### src/rtl/linked_list_node_pool_assert.svh
// assertion macros for the linked list node pool
// used by the control module; needs clk and arst_n in scope
`ifndef LINKED_LIST_NODE_POOL_ASSERT_SVH
`define LINKED_LIST_NODE_POOL_ASSERT_SVH
`ifndef ASSERT_OFF
`define LLNP_ASSERT_IMPL(lbl, pre, post, msg) \
	lbl: assert property (@(posedge clk) disable iff (!arst_n) (pre) |-> (post)) else $error(msg);
`define LLNP_ASSERT_NEXT(lbl, pre, post, msg) \
	lbl: assert property (@(posedge clk) disable iff (!arst_n) (pre) |=> (post)) else $error(msg);
`else
`define LLNP_ASSERT_IMPL(lbl, pre, post, msg)
`define LLNP_ASSERT_NEXT(lbl, pre, post, msg)
`endif
`endif

### src/rtl/llnp_pkg.sv
// shared types and codes for the linked list node pool
// no dependencies
package llnp_pkg;

	localparam int HANDLE_BITS = 8;

	typedef enum logic [2:0] {
		OP_PUSH_FRONT = 3'd0,
		OP_PUSH_BACK  = 3'd1,
		OP_POP_FRONT  = 3'd2,
		OP_INSERT     = 3'd3,
		OP_READ       = 3'd4,
		OP_WRITE      = 3'd5,
		OP_QUERY      = 3'd6,
		OP_SPARE      = 3'd7
	} op_t;

	typedef enum logic [1:0] {
		ST_OK    = 2'd0,
		ST_EMPTY = 2'd1,
		ST_FULL  = 2'd2,
		ST_BAD   = 2'd3
	} status_t;

	typedef enum logic [3:0] {
		S_IDLE, S_DECODE, S_ALLOC, S_GETPREV, S_PREVW, S_LINK1, S_LINK2,
		S_POPW, S_RDW, S_FRONT, S_BACK, S_DONE, S_OUT
	} state_t;

	// one port of a link memory
	typedef struct packed {
		logic                   we;
		logic [HANDLE_BITS-1:0] waddr;
		logic [HANDLE_BITS-1:0] wdata;
		logic [HANDLE_BITS-1:0] raddr;
	} link_req_t;

	typedef struct packed {
		status_t                status;
		logic [31:0]            read_value;
		logic [HANDLE_BITS-1:0] node_handle;
		logic [HANDLE_BITS-1:0] first_handle;
		logic [31:0]            front_value;
		logic [31:0]            back_value;
		logic                   is_empty;
		logic [7:0]             item_count;
	} result_t;

endpackage

### src/rtl/llnp_ctrl.sv
// operation sequencer: list head registers, in-use bits, allocation
// drives llnp_store; uses llnp_pkg and the assertion macro header
`include "linked_list_node_pool_assert.svh"
module llnp_ctrl #(
	parameter int HLIM = 256,
	parameter int VB   = 32
) (
	input  logic                             clk,
	input  logic                             arst_n,
	input  logic                             in_valid,
	output logic                             in_ready,
	input  logic [2:0]                       in_op,
	input  logic [31:0]                      in_value,
	input  logic [llnp_pkg::HANDLE_BITS-1:0] in_handle,
	output logic                             res_valid,
	input  logic                             res_ready,
	output llnp_pkg::result_t                res,
	output llnp_pkg::link_req_t              next_req,
	output llnp_pkg::link_req_t              prev_req,
	output llnp_pkg::link_req_t              free_req,
	output logic                             data_we,
	output logic [llnp_pkg::HANDLE_BITS-1:0] data_waddr,
	output logic [VB-1:0]                    data_wdata,
	output logic [llnp_pkg::HANDLE_BITS-1:0] data_raddr,
	input  logic [llnp_pkg::HANDLE_BITS-1:0] next_rdata,
	input  logic [llnp_pkg::HANDLE_BITS-1:0] prev_rdata,
	input  logic [llnp_pkg::HANDLE_BITS-1:0] free_rdata,
	input  logic [VB-1:0]                    data_rdata
);
	import llnp_pkg::*;

	localparam int HW = (HLIM > 1) ? $clog2(HLIM) : 1;
	localparam logic [8:0] HLIM9 = 9'(HLIM);

	// stored value sign extended or cut to the 32-bit result field
	function automatic logic [31:0] ext_out(input logic [VB-1:0] d);
		logic [31:0] r;
		for (int i = 0; i < 32; i++) begin
			r[i] = d[(i < VB) ? i : VB - 1];
		end
		return r;
	endfunction

	// 32-bit input sign extended or cut to the stored width
	function automatic logic [VB-1:0] ext_in(input logic [31:0] d);
		logic [VB-1:0] r;
		for (int i = 0; i < VB; i++) begin
			r[i] = d[(i < 32) ? i : 31];
		end
		return r;
	endfunction

	state_t                 state_q, state_d;
	op_t                    op_q;
	logic [VB-1:0]          val_q;
	logic [HANDLE_BITS-1:0] h_q, n_q, a_q, b_q;
	logic [HANDLE_BITS-1:0] first_q, last_q, free_top_q;
	logic [8:0]             fresh_q;
	logic [7:0]             count_q;
	logic                   in_use_q [HLIM];
	logic                   use_q;
	status_t                status_q;
	logic [31:0]            rd_q, front_q, back_q;
	logic [HANDLE_BITS-1:0] nh_q;

	logic                   accept, empty, h_in_pool, h_node, h_zero;
	logic                   push_op, insert_bad, from_free, from_fresh;
	logic [HANDLE_BITS-1:0] at;

	// decode helpers
	assign accept     = in_valid && in_ready;
	assign empty      = (count_q == 8'd0);
	assign h_zero     = (h_q == '0);
	assign h_in_pool  = ({1'b0, h_q} < HLIM9);
	assign h_node     = !h_zero && h_in_pool && use_q;
	assign push_op    = (op_q == OP_PUSH_FRONT) || (op_q == OP_PUSH_BACK) ||
	                    (op_q == OP_INSERT);
	assign insert_bad = (op_q == OP_INSERT) && !h_zero && !h_node;
	assign from_free  = (free_top_q != '0);
	assign from_fresh = (fresh_q < HLIM9);

	always_comb begin
		case (op_q)
			OP_PUSH_FRONT: at = first_q;
			OP_PUSH_BACK:  at = '0;
			default:       at = h_q;
		endcase
	end

	// next state
	always_comb begin
		state_d = state_q;
		case (state_q)
			S_IDLE:    if (in_valid) state_d = S_DECODE;
			S_DECODE: begin
				state_d = S_FRONT;
				case (op_q)
					OP_PUSH_FRONT, OP_PUSH_BACK, OP_INSERT: begin
						if (!insert_bad && from_free) state_d = S_ALLOC;
						else if (!insert_bad && from_fresh) state_d = S_GETPREV;
					end
					OP_POP_FRONT: if (!empty) state_d = S_POPW;
					OP_READ:      if (!empty && h_node) state_d = S_RDW;
					default:      state_d = S_FRONT;
				endcase
			end
			S_ALLOC:   state_d = S_GETPREV;
			S_GETPREV: state_d = (at == '0) ? S_LINK1 : S_PREVW;
			S_PREVW:   state_d = S_LINK1;
			S_LINK1:   state_d = S_LINK2;
			S_LINK2:   state_d = S_FRONT;
			S_POPW:    state_d = S_FRONT;
			S_RDW:     state_d = S_FRONT;
			S_FRONT:   state_d = S_BACK;
			S_BACK:    state_d = S_DONE;
			S_DONE:    state_d = S_OUT;
			S_OUT:     if (res_ready) state_d = S_IDLE;
			default:   state_d = S_IDLE;
		endcase
	end

	// memory ports and handshake outputs
	always_comb begin
		in_ready   = (state_q == S_IDLE);
		res_valid  = (state_q == S_OUT);
		next_req   = '0;
		prev_req   = '0;
		free_req   = '0;
		data_we    = 1'b0;
		data_waddr = '0;
		data_wdata = val_q;
		data_raddr = '0;
		case (state_q)
			S_DECODE: begin
				free_req.raddr = free_top_q - 1'b1;
				next_req.raddr = (op_q == OP_POP_FRONT) ? first_q : h_q;
				data_raddr     = h_q;
				data_waddr     = h_q;
				data_we        = (op_q == OP_WRITE) && !empty && h_node;
			end
			S_GETPREV: prev_req.raddr = at;
			S_LINK1: begin
				data_we        = 1'b1;
				data_waddr     = n_q;
				next_req.we    = 1'b1;
				next_req.waddr = n_q;
				next_req.wdata = b_q;
				prev_req.we    = 1'b1;
				prev_req.waddr = n_q;
				prev_req.wdata = a_q;
			end
			S_LINK2: begin
				next_req.we    = (a_q != '0);
				next_req.waddr = a_q;
				next_req.wdata = n_q;
				prev_req.we    = (b_q != '0);
				prev_req.waddr = b_q;
				prev_req.wdata = n_q;
			end
			S_POPW: begin
				prev_req.we    = (next_rdata != '0);
				prev_req.waddr = next_rdata;
				prev_req.wdata = '0;
				free_req.we    = 1'b1;
				free_req.waddr = free_top_q;
				free_req.wdata = first_q;
			end
			S_FRONT: data_raddr = first_q;
			S_BACK:  data_raddr = last_q;
			default: data_raddr = '0;
		endcase
	end

	// sequencer registers
	always_ff @(posedge clk or negedge arst_n) begin
		if (!arst_n) begin
			state_q    <= S_IDLE;
			first_q    <= '0;
			last_q     <= '0;
			free_top_q <= '0;
			fresh_q    <= 9'd1;
			count_q    <= '0;
			for (int i = 0; i < HLIM; i++) in_use_q[i] <= 1'b0;
		end else begin
			state_q <= state_d;
			case (state_q)
				S_DECODE: begin
					if (push_op && !insert_bad) begin
						if (from_free) free_top_q <= free_top_q - 1'b1;
						else if (from_fresh) fresh_q <= fresh_q + 9'd1;
					end
				end
				S_LINK1: begin
					in_use_q[n_q[HW-1:0]] <= 1'b1;
					count_q <= count_q + 8'd1;
				end
				S_LINK2: begin
					if (a_q == '0) first_q <= n_q;
					if (b_q == '0) last_q <= n_q;
				end
				S_POPW: begin
					first_q <= next_rdata;
					if (next_rdata == '0) last_q <= '0;
					in_use_q[first_q[HW-1:0]] <= 1'b0;
					free_top_q <= free_top_q + 1'b1;
					count_q <= count_q - 8'd1;
				end
				default: ;
			endcase
		end
	end

	// operation and result payload
	always_ff @(posedge clk) begin
		case (state_q)
			S_IDLE: begin
				op_q     <= op_t'(in_op);
				val_q    <= ext_in(in_value);
				h_q      <= in_handle;
				use_q    <= in_use_q[in_handle[HW-1:0]];
				status_q <= ST_OK;
				rd_q     <= '0;
				nh_q     <= '0;
			end
			S_DECODE: begin
				n_q <= fresh_q[HANDLE_BITS-1:0];
				case (op_q)
					OP_PUSH_FRONT, OP_PUSH_BACK, OP_INSERT: begin
						if (insert_bad) status_q <= ST_BAD;
						else if (!from_free && !from_fresh) status_q <= ST_FULL;
					end
					OP_POP_FRONT: if (empty) status_q <= ST_EMPTY;
					OP_READ, OP_WRITE: begin
						if (empty) status_q <= ST_EMPTY;
						else if (!h_node) status_q <= ST_BAD;
					end
					default: ;
				endcase
			end
			S_ALLOC:   n_q <= free_rdata;
			S_GETPREV: begin
				b_q <= at;
				a_q <= last_q;
			end
			S_PREVW:   a_q <= prev_rdata;
			S_LINK1:   nh_q <= n_q;
			S_RDW: begin
				rd_q <= ext_out(data_rdata);
				nh_q <= next_rdata;
			end
			S_BACK:    front_q <= empty ? '0 : ext_out(data_rdata);
			S_DONE:    back_q <= empty ? '0 : ext_out(data_rdata);
			default: ;
		endcase
	end

	always_comb begin
		res.status       = status_q;
		res.read_value   = rd_q;
		res.node_handle  = nh_q;
		res.first_handle = first_q;
		res.front_value  = front_q;
		res.back_value   = back_q;
		res.is_empty     = empty;
		res.item_count   = count_q;
	end

	`LLNP_ASSERT_IMPL(a_head_empty, state_q != S_LINK2, empty == (first_q == '0) && empty == (last_q == '0), "head links disagree with count")
	`LLNP_ASSERT_IMPL(a_fresh_range, 1'b1, fresh_q <= HLIM9, "fresh pointer past pool")
	`LLNP_ASSERT_IMPL(a_new_unused, state_q == S_LINK1, !in_use_q[n_q[HW-1:0]] && n_q != '0, "allocated node already linked")
	`LLNP_ASSERT_NEXT(a_accept_decode, accept, state_q == S_DECODE, "accepted transfer not decoded")

endmodule

### config.mk
export PLATFORM = sky130hd
export DESIGN_NAME = llnp_ctrl
export DESIGN_NICKNAME = d
export VERILOG_FILES = /design/src/rtl/llnp_pkg.sv /design/src/rtl/llnp_ctrl.sv
export VERILOG_INCLUDE_DIRS = /design/src /design/src/rtl
export SDC_FILE = /design/constraint.sdc
export NUM_CORES = 1
export LEC_CHECK = 0
export BUFFER_PORTS_ARGS = -buffer_cell sky130_fd_sc_hd__buf_2
export CORE_MARGIN = 2
export CORE_UTILIZATION = 51
export DETAILED_ROUTE_END_ITERATION = 10
export GPL_ROUTABILITY_DRIVEN = 0
export GPL_TIMING_DRIVEN = 0
export PLACE_DENSITY = 0.76
export SYNTH_ARGS = -nofsm -noshare
export SYNTH_HDL_FRONTEND = slang
export SYNTH_SLANG_ARGS = --single-unit
### constraint.sdc
create_clock -name clk -period 3.3 [get_ports clk]
set_clock_uncertainty 0.1 [all_clocks]
set_input_delay 0.165 -clock clk [delete_from_list [all_inputs] [get_ports clk]]
set_output_delay 0.165 -clock clk [all_outputs]
set_load 0.01 [all_outputs]
==> impl_metrics.tcl <==
set metrics [dict create \
    outcome "completed" \
    globalRouteOverflowTotal 0 \
    htreeDepth 2 \
    fin_hold_ws_ns 0.0702 \
    finalHoldViolations 0 \
    core_mm2 0.0420 \
    vias_per_cell 6.39 \
    fp.dieW_um 211 \
    slew_viol_final 0 \
    route.detailed.drc 0 \
    cts_buffer_depth 3 \
    yosys_warnings 0 \
    hpwl_um 53900 \
    final_area_mm2 0.0271 \
    wirelength_um 77700 \
    start_util_pct 51.9 \
    syn_inst 1993 \
    placed_cell_area_mm2 0.0244 \
    multiInputGateArea_mm2 0.00836 \
    final_util_pct 64.5 \
    synth-edff-count 174 \
    cts_tree "yes" \
    fill_cells 3187 \
    yosysSeqAreaShare_pct 58.5 \
    drive_gt1_share_pct 21.7 \
    layout.nets 2614 \
    synth_area_per_cell_um2 10.9 \
    peakVddDrop_mv 0.653 \
    drv_cap 0 \
    dieArea_mm2 0.0444 \
    cellPowerDensity_mw_per_mm2 726 \
    firstDrtPassIters 6 \
    arrival_ns 3.49 \
    synth_top_flop_cell "dfrtp_1" \
    vias 19600 \
    critPathKind "input pin to flip-flop" \
    cts_root_buf "clkbuf_16" \
    cp.required_ns 3.53 \
    worstHoldPathType "input pin to async pin" \
    max_slew_margin_pct 22.5 \
    min_period_over_period_pct 99.0 \
    leakage_uw 0.0117 \
    io_pins 352 \
    max_slew.worst_pin.slew_ns 1.15 \
    grt_antenna_before_repair 1 \
    async_flop_share_pct 63.4 \
    dieHeight_um 211 \
    setup_viol 0 \
    seq_area_mm2 0.0128 \
    period_minus_slack_ns 3.27 \
    path_clk_slew_ns 0.06 \
    grt_max_degree 124 \
    first_iter_violations 2632 \
    stdcell_count 3075 \
    dp.cells 2889 \
    worst_setup_path_end_kind "flip-flop" \
    wire_per_inst_um 25.3 \
    grt_pass1_vias 19700 \
    synth_fp_nets 2107 \
    ys_types 64 \
    io_buffers 351 \
    start_kind "input pin" \
    rsz0062_at_grt "false" \
    grt_pass1_wl_um 116000 \
    fp-row-count 75 \
    area_delta_synth_final_pct 24.3 \
    numCtsBuffers 48 \
    clock_latency_ns 0.60 \
    cts.sinks 475 \
    critPathMaxFanout 10 \
    synth_seq_cells 475 \
    fmax_ghz 0.306 \
    track_usage_pct 34.9 \
    postRouteAntennaNets 0 \
    syn_area_mm2 0.0218 \
]
-- synth_stat cells, drive strengths merged (3+ instances only) --
library cell    n  area, um^2
a22o           18         158
inv            25        93.8
nand3b          6        45.0
and4            3        26.3
nand2b          7        43.8
nand3          43         215
mux2i          70         701
xnor2          15         131
and2           88         551
nor4           20         131
a211oi          4        30.0
and3            3        18.8
dfrtp         300        7510
nor2           85         319
edfxtp        174        5230
a22oi          12        95.1
o21ai         524        2620
a222oi          3        30.0
a31oi           9        56.3
nor3           11        55.1
o22ai          31         194
nand2         171         642
mux2           29         327
or4             3        22.5
nor2b          19         119
clkbuf        125         474
a21o            4        30.0
buf            27         189
nand4           3        18.8
mux4           36         826
nor3b          17         128
xor2           12         105
a21oi          52         260
ha             10         125
or2            11        68.8
-- per-stage QoR --
stage / setup TNS, ns / setup WS (ns) / total power, uW
floorplan: 0 / 0.0161 / 11200
global placement: -1086.63 / -3.44 / 13500
detailed placement: -2.01 / -0.661 / 13700
CTS: 0 / 0.0335 / 19400
global route: 0 / 0.0138 / 20300
finish: 0 / 0.0333 / 19700
-- layout by cell type, fill, tap and decap left out, drive strengths merged, types with 3 or more instances in the layout --
master,n
nand2,171
a22oi,12
mux2i,70
mux4,36
clkinv,14
mux2,29
a31oi,9
a22o,18
nand3b,6
nor4,20
buf,386
dfrtp,300
nand3,43
clkinvlp,3
nor3,11
nand4,3
dlygate4sd3,102
or4,3
o21ai,524
nand2b,7
edfxtp,174
nor2b,19
bufinv,7
xor2,12
a21oi,52
and4,3
a211oi,4
inv,24
or2,11
and3,3
ha,10
nor2,85
a21o,4
a222oi,3
xnor2,15
clkbuf,183
o22ai,31
nor3b,17
and2,88
-- state kept, by name, summed over array words and instances (netlist names) --
signal	flops
front_q	32
a_q	8
data_wdata	32
fresh_q	9
n_q	8
in_use_q	256
op_q	3
free_top_q	8
first_q	8
h_q	8
use_q	1
b_q	8
state_q	4
back_q	32
status_q	2
nh_q	8
count_q	8
last_q	8
rd_q	32
-- where the power goes --
| part | internal [uW] | switching, uW |
|---|---|---|
| logic | 1940 | 3940 |
| registers | 7460 | 646 |
| clock network | 3330 | 2360 |
| total | 12700 | 6940 |
-- critical path, cell delays in order --
cell and delay, ns:
dlygate4sd3_1 0.54, buf_2 0.12, buf_6 0.17, buf_6 0.25
buf_2 0.38, clkbuf_4 0.38, mux4_2 0.36, a22oi_1 0.22
nand2_1 0.10, a41oi_1 0.33, a21oi_1 0.08, a211o_1 0.38
-- timing repair --
action,CTS,global route
buffers inserted,1,1
setup endpoints to repair,52,88
resized for setup,13,12
hold buffers,102,0
hold endpoints to repair,263,0
-- layout make-up --
| type | count | share of cell area (%) |
|---|---|---|
| Sequential cell | 475 | 47.1 |
| Clock inverter | 23 | 1.11 |
| Tap cell | 539 | 2.49 |
| Timing Repair Buffer | 461 | 10.8 |
| Antenna cell | 1 | 0.00923 |
| Buffer | 148 | 2.46 |
| Multi-Input combinational cell | 1341 | 30.8 |
| Inverter | 25 | 0.360 |
| Clock buffer | 62 | 4.82 |
-- final timing paths --
path / startpoint / endpoint / slack [ns] / cells past startpoint
max: in_handle[0] / use_q / 0.03 / 12
max in group asynchronous: arst_n / in_use_q[133] / 1.92 / 3
min: arst_n / fresh_q[6] / 0.07 / 2
max reg2reg: state_q[2] / count_q[6] / 0.10 / 13
min in group clk: in_value[24] / data_wdata[24] / 0.17 / 2
min reg2reg: in_use_q[197] / in_use_q[197] / 0.40 / 2
-- routing by layer --
metal	part of all wire [%]	track usage, %	routed length (um)
met1	36	43.0	27900
met2	46	55.7	35800
met3	12	9.60	9320
met4	6.0	19.9	4620
met5	0.022	0	17
-- cell families after synthesis --
group | after synthesis | synth area share (%)
adder cells (fa/ha/maj) | 11 | 0.665
AND/OR/NAND/NOR | 498 | 11.3
XOR/XNOR | 27 | 1.08
buffers and inverters | 177 | 3.47
flip-flops | 475 | 58.5
multiplexers | 135 | 8.50
AO/OA/AOI/OAI | 670 | 16.4
No activity file was read; power rests on OpenSTA's default activity.
